[src/hdl/vgl_pkg.sv]
package vgl_pkg;

    localparam int VGL_MAX_VCPUS = 64;
    localparam int VGL_MAX_CPUS  = 16;
    localparam int SLOT_W        = 6;
    localparam int CNT_W         = 7;
    localparam int CPU_W         = 4;
    localparam int PCNT_W        = 5;
    localparam int TIME_W        = 64;
    localparam int CFG_W         = 40;
    localparam int CFG_IDX_W     = 2;

    localparam logic [CFG_IDX_W-1:0] CFG_NUM_PCPUS = 2'd0;
    localparam logic [CFG_IDX_W-1:0] CFG_BUSY_THR  = 2'd1;
    localparam logic [CFG_IDX_W-1:0] CFG_MAX_DIFF  = 2'd2;

    localparam logic [PCNT_W-1:0] RST_NUM_PCPUS = 5'd16;
    localparam logic [CFG_W-1:0]  RST_BUSY_THR  = 40'd100000000;
    localparam logic [CFG_W-1:0]  RST_MAX_DIFF  = 40'd10000000;

    typedef struct packed {
        logic [5:0]  domain_id;
        logic [5:0]  vcpu_id;
        logic [3:0]  host_cpu;
        logic [63:0] cpu_time_ns;
        logic        last_sample;
    } t_in;

    typedef struct packed {
        logic [5:0] pin_domain;
        logic [5:0] pin_vcpu;
        logic [3:0] pin_cpu;
        logic       last_pin;
    } t_out;

    // sample word as queued between front and back
    typedef struct packed {
        t_in  smp;
        logic keep;
    } t_cmd;

    typedef struct packed {
        logic [PCNT_W-1:0] num_pcpus;
        logic [CFG_W-1:0]  busy_threshold_ns;
        logic [CFG_W-1:0]  max_diff_ns;
    } t_cfg;

    typedef struct packed {
        logic [5:0] domain_id;
        logic [5:0] vcpu_id;
        logic [3:0] host_cpu;
    } t_slot;

    typedef enum logic [3:0] {
        S_LOAD,
        S_START,
        S_BLK,
        S_BRD,
        S_BEMIT,
        S_DRD,
        S_DCALC,
        S_SCAN,
        S_SSTART,
        S_SRD,
        S_SCMP,
        S_MIN,
        S_SEMIT,
        S_CRD,
        S_CWR
    } t_bstate;

    function automatic logic [TIME_W-1:0] sat_add(input logic [TIME_W-1:0] a,
                                                  input logic [TIME_W-1:0] b);
        logic [TIME_W:0] s;
        s = {1'b0, a} + {1'b0, b};
        return s[TIME_W] ? {TIME_W{1'b1}} : s[TIME_W-1:0];
    endfunction

    function automatic logic [PCNT_W-1:0] eff_pcpus(input logic [PCNT_W-1:0] v);
        logic [PCNT_W-1:0] r;
        if (v == '0) begin
            r = PCNT_W'(1);
        end else if (v > PCNT_W'(VGL_MAX_CPUS)) begin
            r = PCNT_W'(VGL_MAX_CPUS);
        end else begin
            r = v;
        end
        return r;
    endfunction

endpackage

[src/hdl/vgl_front.sv]
module vgl_front import vgl_pkg::*; (
    input  logic i_clk,
    input  logic i_rst_n,
    input  logic i_in_valid,
    output logic o_in_ready,
    input  t_in  i_in_data,
    output logic o_cmd_valid,
    output t_cmd o_cmd,
    input  logic i_cmd_pop
);

    t_cmd             r_q [2];
    logic             r_wp, n_wp;
    logic             r_rp, n_rp;
    logic [1:0]       r_qcnt, n_qcnt;
    logic [CNT_W-1:0] r_fill, n_fill;
    logic             w_push, w_pop;

    assign o_in_ready  = (r_qcnt != 2'd2);
    assign o_cmd_valid = (r_qcnt != 2'd0);
    assign o_cmd       = r_q[r_rp];
    assign w_push      = i_in_valid && o_in_ready;
    assign w_pop       = i_cmd_pop && o_cmd_valid;

    always_comb begin
        n_wp   = r_wp ^ w_push;
        n_rp   = r_rp ^ w_pop;
        n_qcnt = r_qcnt + {1'b0, w_push} - {1'b0, w_pop};
        n_fill = r_fill;
        if (w_push) begin
            // count kept samples of the open round; last word restarts it
            if (i_in_data.last_sample) begin
                n_fill = '0;
            end else if (r_fill < CNT_W'(VGL_MAX_VCPUS)) begin
                n_fill = r_fill + 1'b1;
            end
        end
    end

    always_ff @(posedge i_clk) begin
        if (!i_rst_n) begin
            r_wp   <= 1'b0;
            r_rp   <= 1'b0;
            r_qcnt <= '0;
            r_fill <= '0;
        end else begin
            r_wp   <= n_wp;
            r_rp   <= n_rp;
            r_qcnt <= n_qcnt;
            r_fill <= n_fill;
        end
    end

    always_ff @(posedge i_clk) begin
        if (w_push) begin
            r_q[r_wp].smp  <= i_in_data;
            r_q[r_wp].keep <= (r_fill < CNT_W'(VGL_MAX_VCPUS));
        end
    end

endmodule

[config.mk]
export PLATFORM = sky130hd
export DESIGN_NAME = vgl_front
export DESIGN_NICKNAME = d
export VERILOG_FILES = /design/src/hdl/vgl_pkg.sv /design/src/hdl/vgl_front.sv
export SDC_FILE = /design/constraint.sdc
export NUM_CORES = 1
export LEC_CHECK = 0
export ABC_CLOCK_PERIOD_IN_PS = 6010
export BUFFER_PORTS_ARGS = -buffer_cell sky130_fd_sc_hd__clkbuf_2
export CAP_MARGIN = 20
export CORE_MARGIN = 2
export CORE_UTILIZATION = 52
export DETAILED_ROUTE_END_ITERATION = 16
export PLACE_DENSITY = 0.79
export SETUP_SLACK_MARGIN = 0.02
export SYNTH_ARGS = -nofsm -noshare
export SYNTH_HDL_FRONTEND = slang
export SYNTH_SLANG_ARGS = --single-unit
export TNS_END_PERCENT = 50
[constraint.sdc]
create_clock -name i_clk -period 6.01 [get_ports i_clk]
set_input_delay 0.9015 -clock i_clk [delete_from_list [all_inputs] [get_ports i_clk]]
set_output_delay 0.9015 -clock i_clk [all_outputs]
set_load 0.01 [all_outputs]
# ---- After elaboration in Yosys (flattened, before gate mapping)
# Memory sizes are Yosys's and may differ from the RTL's. A register that Yosys moved wholly into a read port is not among the register bits.
# Index checks and enable logic that the tools add are counted.
dict set report totals {
  elab_cells 22
  ramBits 164
  memories 1
  out_inout_bits 84
  input_bits 85
  reg_bits 11
}
# memory depth width read_ports rd_clocked_by_memory_dff write_ports line_no
set mem_list {}
lappend mem_list {r_q 2 82 1 1 1 vgl_front.sv:12} ;# t_cmd r_q [2];
dict set report op_classes {
  magnitude_cmp 1
  n_mux 5
  reduce_logical 5
  add_sub_neg 3
  bitwise_logic 2
  eq_ne 1
}
# cell n
set ops {}
lappend ops {{7-bit two-way mux} 2}
lappend ops {{7-bit by 1-bit adder with 7-bit output, second input constant} 1}
lappend ops {{7-bit < comparator, second input constant} 1}
lappend ops {{2-bit nonzero test} 2}
lappend ops {{1-bit two-way mux} 3}
lappend ops {{2-bit by 1-bit adder with 2-bit output} 1}
lappend ops {{1-bit logical AND} 2}
lappend ops {{2-bit inequality test, second input constant} 1}
lappend ops {{2-bit AND reduction} 1}
lappend ops {{2-bit by 1-bit subtractor with 2-bit output} 1}
lappend ops {{1-bit XOR} 2}

# ---- Longest topological paths before layout
# Gate-level depths: netlist (run 1).
dict set report logic_depth {
  ltp_word 4
  ltp_mapped 7
  ltp_nobuf 7
}

# ---- Least setup slack after synthesis (run 1)
# No wires, ideal clock.
dict set report synth_path {
  kind {input to register}
  startpoint {input port i_in_valid}
  endpoint {memory r_q[1][0] (netlist name) (enable)}
  path_buffers 0
  t_required_ns 5.487
  setup_ns 0.523
  t_arrival_ns 4.390
  cell_stages 2
  path_slack_ns 1.098
  path_cell_list {nand2_4 nor2_1}
}
dict set report synth_between {
  elab_chain_cells 3
}
# item line_no
set synth_rtl {}
lappend synth_rtl {{from (decl)} vgl_front.sv:4} ;# input logic i_in_valid,
lappend synth_rtl {{1-bit logical AND} vgl_front.sv:22} ;# assign w_push = i_in_valid && o_in_ready;
lappend synth_rtl {{1-bit two-way mux} vgl_front.sv:55} ;# if (w_push) begin
lappend synth_rtl {{1-bit two-way mux (not written as such)} vgl_front.sv:57} ;# r_q[r_wp].keep <= (r_fill < CNT_W'(VGL_MAX_VCPUS));
lappend synth_rtl {{to (decl)} vgl_front.sv:12}
# No other way between the ends.

==> metrics.md, run 1 <==
| Metric | Value |
|---|---|
| Status | complete, no violations |
| Area growth syn-to-layout | 26.0% |
| Top cells by count, synth | 164 x edfxtp_1, 82 x mux2_2, 12 x dfxtp_1, 8 x buf_2, 6 x nor2_1 |
| Via count | 3485 |
| CTS tree | yes |
| GR peak layer | met2 |
| R2R Path End | r_q[1][55] |
| Setup TNS | 0 ps |
| Fmax | 351 MHz |
| Final setup viols | 0 |
| DRC | 0 |
| WL/cell | 16.1 um |
| Reg2Reg Depth | 4 |
| Worst r2r src | r_qcnt[0] |
| Nets | 592 |
| Cells after Synth | 324 |
| Reg clk slew, reported paths | 60 ps |
| Worst-Margin Slew | 860 ps |
| Synth top area share | 75.8% |
| Skew final | 4.31 ps |
| Min-Delay Path Depth | 2 |
| Most used DFF post-synth | edfxtp_1 |
| Ys async rst share | 0% |
| Clock Latency Late Sink | 420 ps |
| Post-CTS Hold Fix Bufs | 0 |
| Drt pass-1 iters | 4 |
| Root buf cell | clkbuf_16 |
| Filler instances | 839 |
| Reg power frac | 46.2% |
| Mean Syn Cell Area | 20.1 sq um |
| Met2 GRT Util | 28.2% |
| Mapped Area | 6500 sq um |
| H-tree depth | 4 |
| DP Wirelength | 7070 um |
| CORE AREA | 12100 sq um |
| Post-route antenna net violation count | 0 |
| Mapped Nets | 412 |
| Seq/Total Area, Yosys | 79.5% |
| Worst slew margin | 42.7% |
| Post-synth EDFFs | 164 |
| Crit path capture type | output pin |
| Die H | 116 um |
| Antenna diodes | 0 |
| Startpoint types | register |
| Initial Util | 53.7% |
| Sequential Area | 5170 sq um |
| Buffers on Ports | 168 |
| Most common cell in the netlist | edfxtp_1 |
| Post-synthesis register bit count | 176 |
| Footprint of the multi-input gates | 1280 sq um |
| CTS resizes | 0 |
| Period utilisation layout | 47.4% |
| RSZ-0062 raised after global routing | false |
| CP Data Required Time | 5110 ps |
| Count of pins over their slew limit | 0 |
| Worst-path fanout max | 46 |
| Clock Sinks | 176 |
| Critical Path AT | 1950 ps |
| Clock network power share | 32.1% |
| Vias in the first global route | 3538 |
| GP Congestion | 0.839 |
| Io pins | 169 |
| Die width | 116 um |
| PwrDens | 427 nW/um^2 |
| P_int | 2.60 mW |
| Initial antenna violation count | 0 |
| Synth warnings | 0 |
| Combinational group share of total power | 21.7% |
| Leak | 3.09 nW |
| Tot GR Track Use | 16.9% |
| Met1 Track Usage GR | 20.0% |
| Setup Crit Path Kind | register to output pin |
| Num CTS Buffers | 17 |
| Grt met3 use | 5.81% |
| DRT iter0 DRCs | 192 |
| Largest net degree at the start of global routing | 83 |
| Site Rows | 40 |
| Total grt overflow | 0 |
| Post-synth top area cell | edfxtp_1 |
| Synth area leaders | edfxtp_1 76%, mux2_2 14%, dfxtp_1 3.7% |
| Hold WS | 487 ps |
| Max Root-Sink Buffers | 2 |
| Final min period | 2850 ps |
| Distinct cell type count after synthesis | 37 |
| Drt via density | 5.09 |
| Max Cap Violations | 0 |
| R2r setup slk | 3710 ps |
| Post-CTS setup buffer count | 0 |
| Final Hold Violating Endpoints | 0 |
| Psw | 0.895 mW |
| Sw Ratio | 25.6% |
| Worst Hold Class | register to register |
| First-pass GRT wire length | 16900 um |
| Hold Path Origin | r_fill[1] |
| Share of cells above drive strength 1 | 56.5% |
| Hold Path Sink | r_fill[1] |
| Maximum VDD drop | 0.246 mV |
| Die area | 13400 sq um |
| Final WL | 11000 um |
-- state kept, by name, indices dropped and copies added, names as in the netlist, named ones only --
register and cells:
r_wp 1, r_fill 7, r_q 164, r_qcnt 2, r_rp 1
-- power groups by stage --
| stage | registers, mW | clock network, mW | logic (mW) |
|---|---|---|---|
| global placement | 1.67 | 0 | 0.703 |
| floorplan | 1.61 | 0 | 0.500 |
| CTS | 1.66 | 1.14 | 0.717 |
| finish | 1.61 | 1.12 | 0.758 |
| detailed placement | 1.68 | 0 | 0.710 |
| global route | 1.63 | 1.20 | 0.825 |
-- through the flow --
stage	area (sq um)	total power, mW	setup WS [ps]	instances	util, %
2_1_floorplan	6500	2.11	1100	324	-
3_3_place_gp	7530	2.38	3220	651	62.2
3_5_place_dp	7530	2.39	3190	651	62.2
4_1_cts	8150	3.52	2970	683	67.3
5_1_grt	8190	3.65	3040	685	67.6
6_report	8190	3.49	3160	685	67.6
-- cells in the final DEF (no fill, tap or decap), drive strengths merged, types with 4 or more instances in the layout --
cell,count
a21oi,4
bufinv,4
clkbuf,185
clkinv,9
dfxtp,12
edfxtp,164
inv,6
mux2,82
nand2,6
nor2,6
-- worst max-delay path, stage by stage, from the launching register on --
cell and delay, ps:
dfxtp_4 660, buf_12 300, mux2_2 390, clkbuf_2 130
-- cell type report --
class | instances | area share [%]
Clock buffer | 17 | 5.20
Clock inverter | 15 | 2.34
Inverter | 5 | 0.229
Multi-Input combinational cell | 133 | 15.7
Sequential cell | 176 | 63.1
Tap cell | 168 | 2.57
Timing Repair Buffer | 171 | 10.9
-- per-layer routing --
layer	share of wire (%)	vias to the layer above
met2	51	141
li1	-	1645
met1	39	1677
met3	7.7	22
met4	2.1	0
met5	0	-
-- cells by family after synthesis --
group / Yosys count / share of synthesized area (%)
AOI/OAI and AO/OA: 13 / 1.37
xor gates and xnor gates: 3 / 0.404
adders and majority gates: 3 / 0.578
buffers and inverters: 15 / 1.08
DFF: 176 / 79.5
muxes: 82 / 14.2
and+or+nand+nor: 32 / 2.89
-- how the worst max path moves through the flow --
stage,depth (start not counted),slack [ps],endpoint
after floorplan,2,1100,r_q[1][0]
after global placement,4,3220,r_q[1][52]
after detailed placement,4,3190,r_q[1][52]
after CTS,2,2970,o_cmd[16]
after global routing,3,3040,o_cmd[80]
final,3,3160,o_cmd[80]
(Power assumes the default switching activity.)
==> run 2: changes to the inputs <==
- ABC_AREA: default -> 1
- ABC_CLOCK_PERIOD_IN_PS: 6010 -> 2800
- clock period: 6.01 -> 2.8 ns (I/O delays scaled with it)
==> metrics.md, run 2 <==
| Metric | Value |
|---|---|
| Status | complete, no violations |
| Compound-Gate Fraction of Synth Area | 1.18% (-0.19 points) |
| Post-route antenna net violation count | 0 (unchanged) |
| DP Wirelength | 7770 um (+9.9%) |
| Startpoint types | register |
| Area growth syn-to-layout | 24.8% |
| Final Hold Violating Endpoints | 0 (unchanged) |
| Setup TNS | 0 ps (unchanged) |
| Die H | 116 um (+0.56%) |
| Die area | 13600 sq um (+1.1%) |
| Period utilisation layout | 82.5% |
| Most used DFF post-synth | edfxtp_1 |
| Skew final | 9.68 ps (+5.37 ps) |
| Clock network power share | 29.7% (-2.4 points) |
| Reg clk slew, reported paths | 60 ps (about the same) |
| H-tree depth | 4 (unchanged) |
| Leak | 3.13 nW (+1.3%) |
| Xor/xnor share of the synthesized area | 0.133% (-0.27 points) |
| Critical Path AT | 1890 ps (-60 ps) |
| Mean Syn Cell Area | 19.4 sq um (-3.3%) |
| Total grt overflow | 0 (unchanged) |
| Largest net degree at the start of global routing | 50 (-40%) |
| Largest family of logic cells by synthesized area | multiplexers |
| Io pins | 169 (unchanged) |
| Die width | 116 um (+0.56%) |
| Max Root-Sink Buffers | 2 (unchanged) |
| DRC | 0 (unchanged) |
| Antenna diodes | 0 (unchanged) |
| Crit path capture type | output pin |
| Psw | 2.07 mW (+130%) |
| Drt pass-1 iters | 4 (unchanged) |
| Root buf cell | clkbuf_16 |
| GR peak layer | met2 |
| Synth warnings | 0 (unchanged) |
| Worst Hold Class | input pin to register |
| Max reg flops | 164 (unchanged) |
| Distinct cell type count after synthesis | 26 (-30%) |
| Post-DP Area | 7630 sq um (+1.3%) |
| Seq/Total Area, Yosys | 78.6% (-0.91 points) |
| Share of cells above drive strength 1 | 56.2% (-0.32 points) |
| Top Registers | r_q (164), r_fill (7), r_qcnt (2) |
| Drt via density | 4.94 (-2.9%) |
| Placed cells | 676 (+3.8%) |
| Post-CTS setup buffer count | 0 (unchanged) |
| Synth area leaders | edfxtp_1 75%, mux2_2 14%, dfxtp_1 3.7% |
| Worst-Margin Slew | 626 ps (-234 ps) |
| Grt met3 use | 5.29% (-0.51 points) |
| Adder-cell share of the synthesized area | 0.571% (-0.0066 points) |
| Post-Synth Simple-Gate Area | 3.31% (+0.42 points) |
| Commonest cells after routing, fill and taps aside | 168 x clkbuf_2, 164 x edfxtp_1, 82 x mux2_2 |
| Dpl ws | 905 ps (-2280 ps) |
| Clock Sinks | 176 (unchanged) |
| Max Cap Violations | 0 (unchanged) |
| Worst-path fanout max | 24 (-48%) |
| Clock Latency Late Sink | 420 ps (about the same) |
| RSZ-0062 raised after global routing | false |
| Final WL | 11500 um (+4.4%) |
| PnR worst setup slack | 490 ps (-2670 ps) |
| GP Congestion | 0.748 (-11%) |
| CORE AREA | 12500 sq um (+2.9%) |
| Most common cell after layout, fill and taps aside | clkbuf_2 |
| Nets | 611 (+3.2%) |
| Cells after Synth | 339 (+4.6%) |
| Setup Crit Path Kind | register to output pin |
| Core Util, Final | 65.8% (-1.8 points) |
| Met2 GRT Util | 29.5% (+1.3 points) |
| PwrDens | 941 nW/um^2 (+120%) |
| Synth top area share | 74.9% (-0.87 points) |
| Tot Pwr | 7.72 mW (+120%) |
| Initial Util | 52.7% (-0.92 points) |
| Worst slew margin | 58.3% (+16 points) |
| Site Rows | 41 (+2.5%) |
| CTS resizes | 0 (unchanged) |
| Initial antenna violation count | 0 (unchanged) |
| WL/cell | 16.3 um (+0.98%) |
| Via count | 3498 (+0.37%) |
| First-pass GRT wire length | 17000 um (+0.77%) |
| Ys async rst share | 0% (unchanged) |
| Hold Path Origin | i_in_data[72] |
| Post-synth EDFFs | 164 (unchanged) |
| Finished layout cell area | 8210 sq um (+0.23%) |
| Mapped Nets | 427 (+3.6%) |
| Hold WS | 186 ps (-301 ps) |
| Fmax | 433 MHz |
| CTS tree | yes |
| Finished Layout Cells | 708 (+3.4%) |
| Post-synthesis register bit count | 176 (unchanged) |
| Buffers on Ports | 168 (unchanged) |
| Vias in the first global route | 3552 (+0.40%) |
| Top cells by count, synth | 164 x edfxtp_1, 82 x mux2_2, 15 x nand2_1, 13 x nor2_1, 12 x dfxtp_1 |
| Reg power frac | 46.4% (+0.2 points) |
| Sw Ratio | 26.8% (+1.2 points) |
| Final min period | 2310 ps |
| Filler instances | 884 (+5.4%) |
| DRT iter0 DRCs | 233 (+21%) |
| Biggest register | r_q |
| Final setup viols | 0 (unchanged) |
| Post-CTS Hold Fix Bufs | 0 (unchanged) |
| Met1 Track Usage GR | 19.9% (-0.064 points) |
| Count of pins over their slew limit | 0 (unchanged) |
| Mapped Area | 6570 sq um (+1.2%) |
| Combinational group share of total power | 23.9% (+2.2 points) |
| Num CTS Buffers | 17 (unchanged) |
| Most common cell in the netlist | edfxtp_1 |
| Tot GR Track Use | 17.2% (+0.34 points) |
| Mux contribution to synthesized area | 14.0% (-0.16 points) |
| CP Data Required Time | 2380 ps (-2730 ps) |
| P_int | 5.65 mW (+120%) |
| Worst r2r src | r_qcnt[0] |
| Post-synth top area cell | edfxtp_1 |
| Maximum VDD drop | 0.526 mV (+110%) |
run 2: cell types whose count changed in the layout (fill, tap and decap cells not counted), moves of 3 or more:
| cell | delta |
|---|---|
| buf_4 | +3 |
| nand2_1 | +10 |
| clkinvlp_4 | +3 |
| clkbuf_1 | +3 |
| nand3_1 | +4 |
| or4_1 | -3 |
| inv_1 | +6 |
| nor2_1 | +7 |
run 2: final timing paths:
check | cells past startpoint | slack (ps) | to
setup / recovery | 3 | 490 | o_cmd[49]
hold / removal | 1 | 190 | r_q[0][73]
setup reg to reg | 5 | 1110 | r_q[1][71]
hold reg to reg | 1 | 460 | register
run 2: area by class of cell:
type                    count  area [sq um]  area share (%)
clock buffers              20           437            5.32
clock inverters            12           143            1.74
inverters                  12          46.3           0.564
multi-input cells         142          1280            15.7
flip-flops and latches    176          5170            63.0
well taps                 172           215            2.62
repair buffers            174           911            11.1
run 2: kinds of logic after synthesis:
family | after synthesis
flops | 176
mux | 82
simple gates | 45
buf+inv | 21
compound gates | 11
fa+ha+maj | 3
xor+xnor | 1
run 2: worst max-delay path: stages, from the launching register on:
cell	delay, ps
dfxtp_4	550
buf_4	380
mux2_2	390
clkbuf_2	130
run 2: per-layer routing:
metal	wire [um]	vias to the layer above	share of wire (%)
met4	211	0	1.8
li1	-	1662	-
met5	0	-	0
met1	4580	1695	40
met3	807	14	7.0
met2	5920	127	51
run 2: power groups by stage:
stage | registers [mW] | logic, mW | clock network (mW)
2_1_floorplan | 3.58 | 1.25 | 0
3_3_place_gp | 3.62 | 1.83 | 0
3_5_place_dp | 3.64 | 1.88 | 0
4_1_cts | 3.59 | 1.88 | 2.34
5_1_grt | 3.62 | 2.01 | 2.45
6_report | 3.58 | 1.85 | 2.29
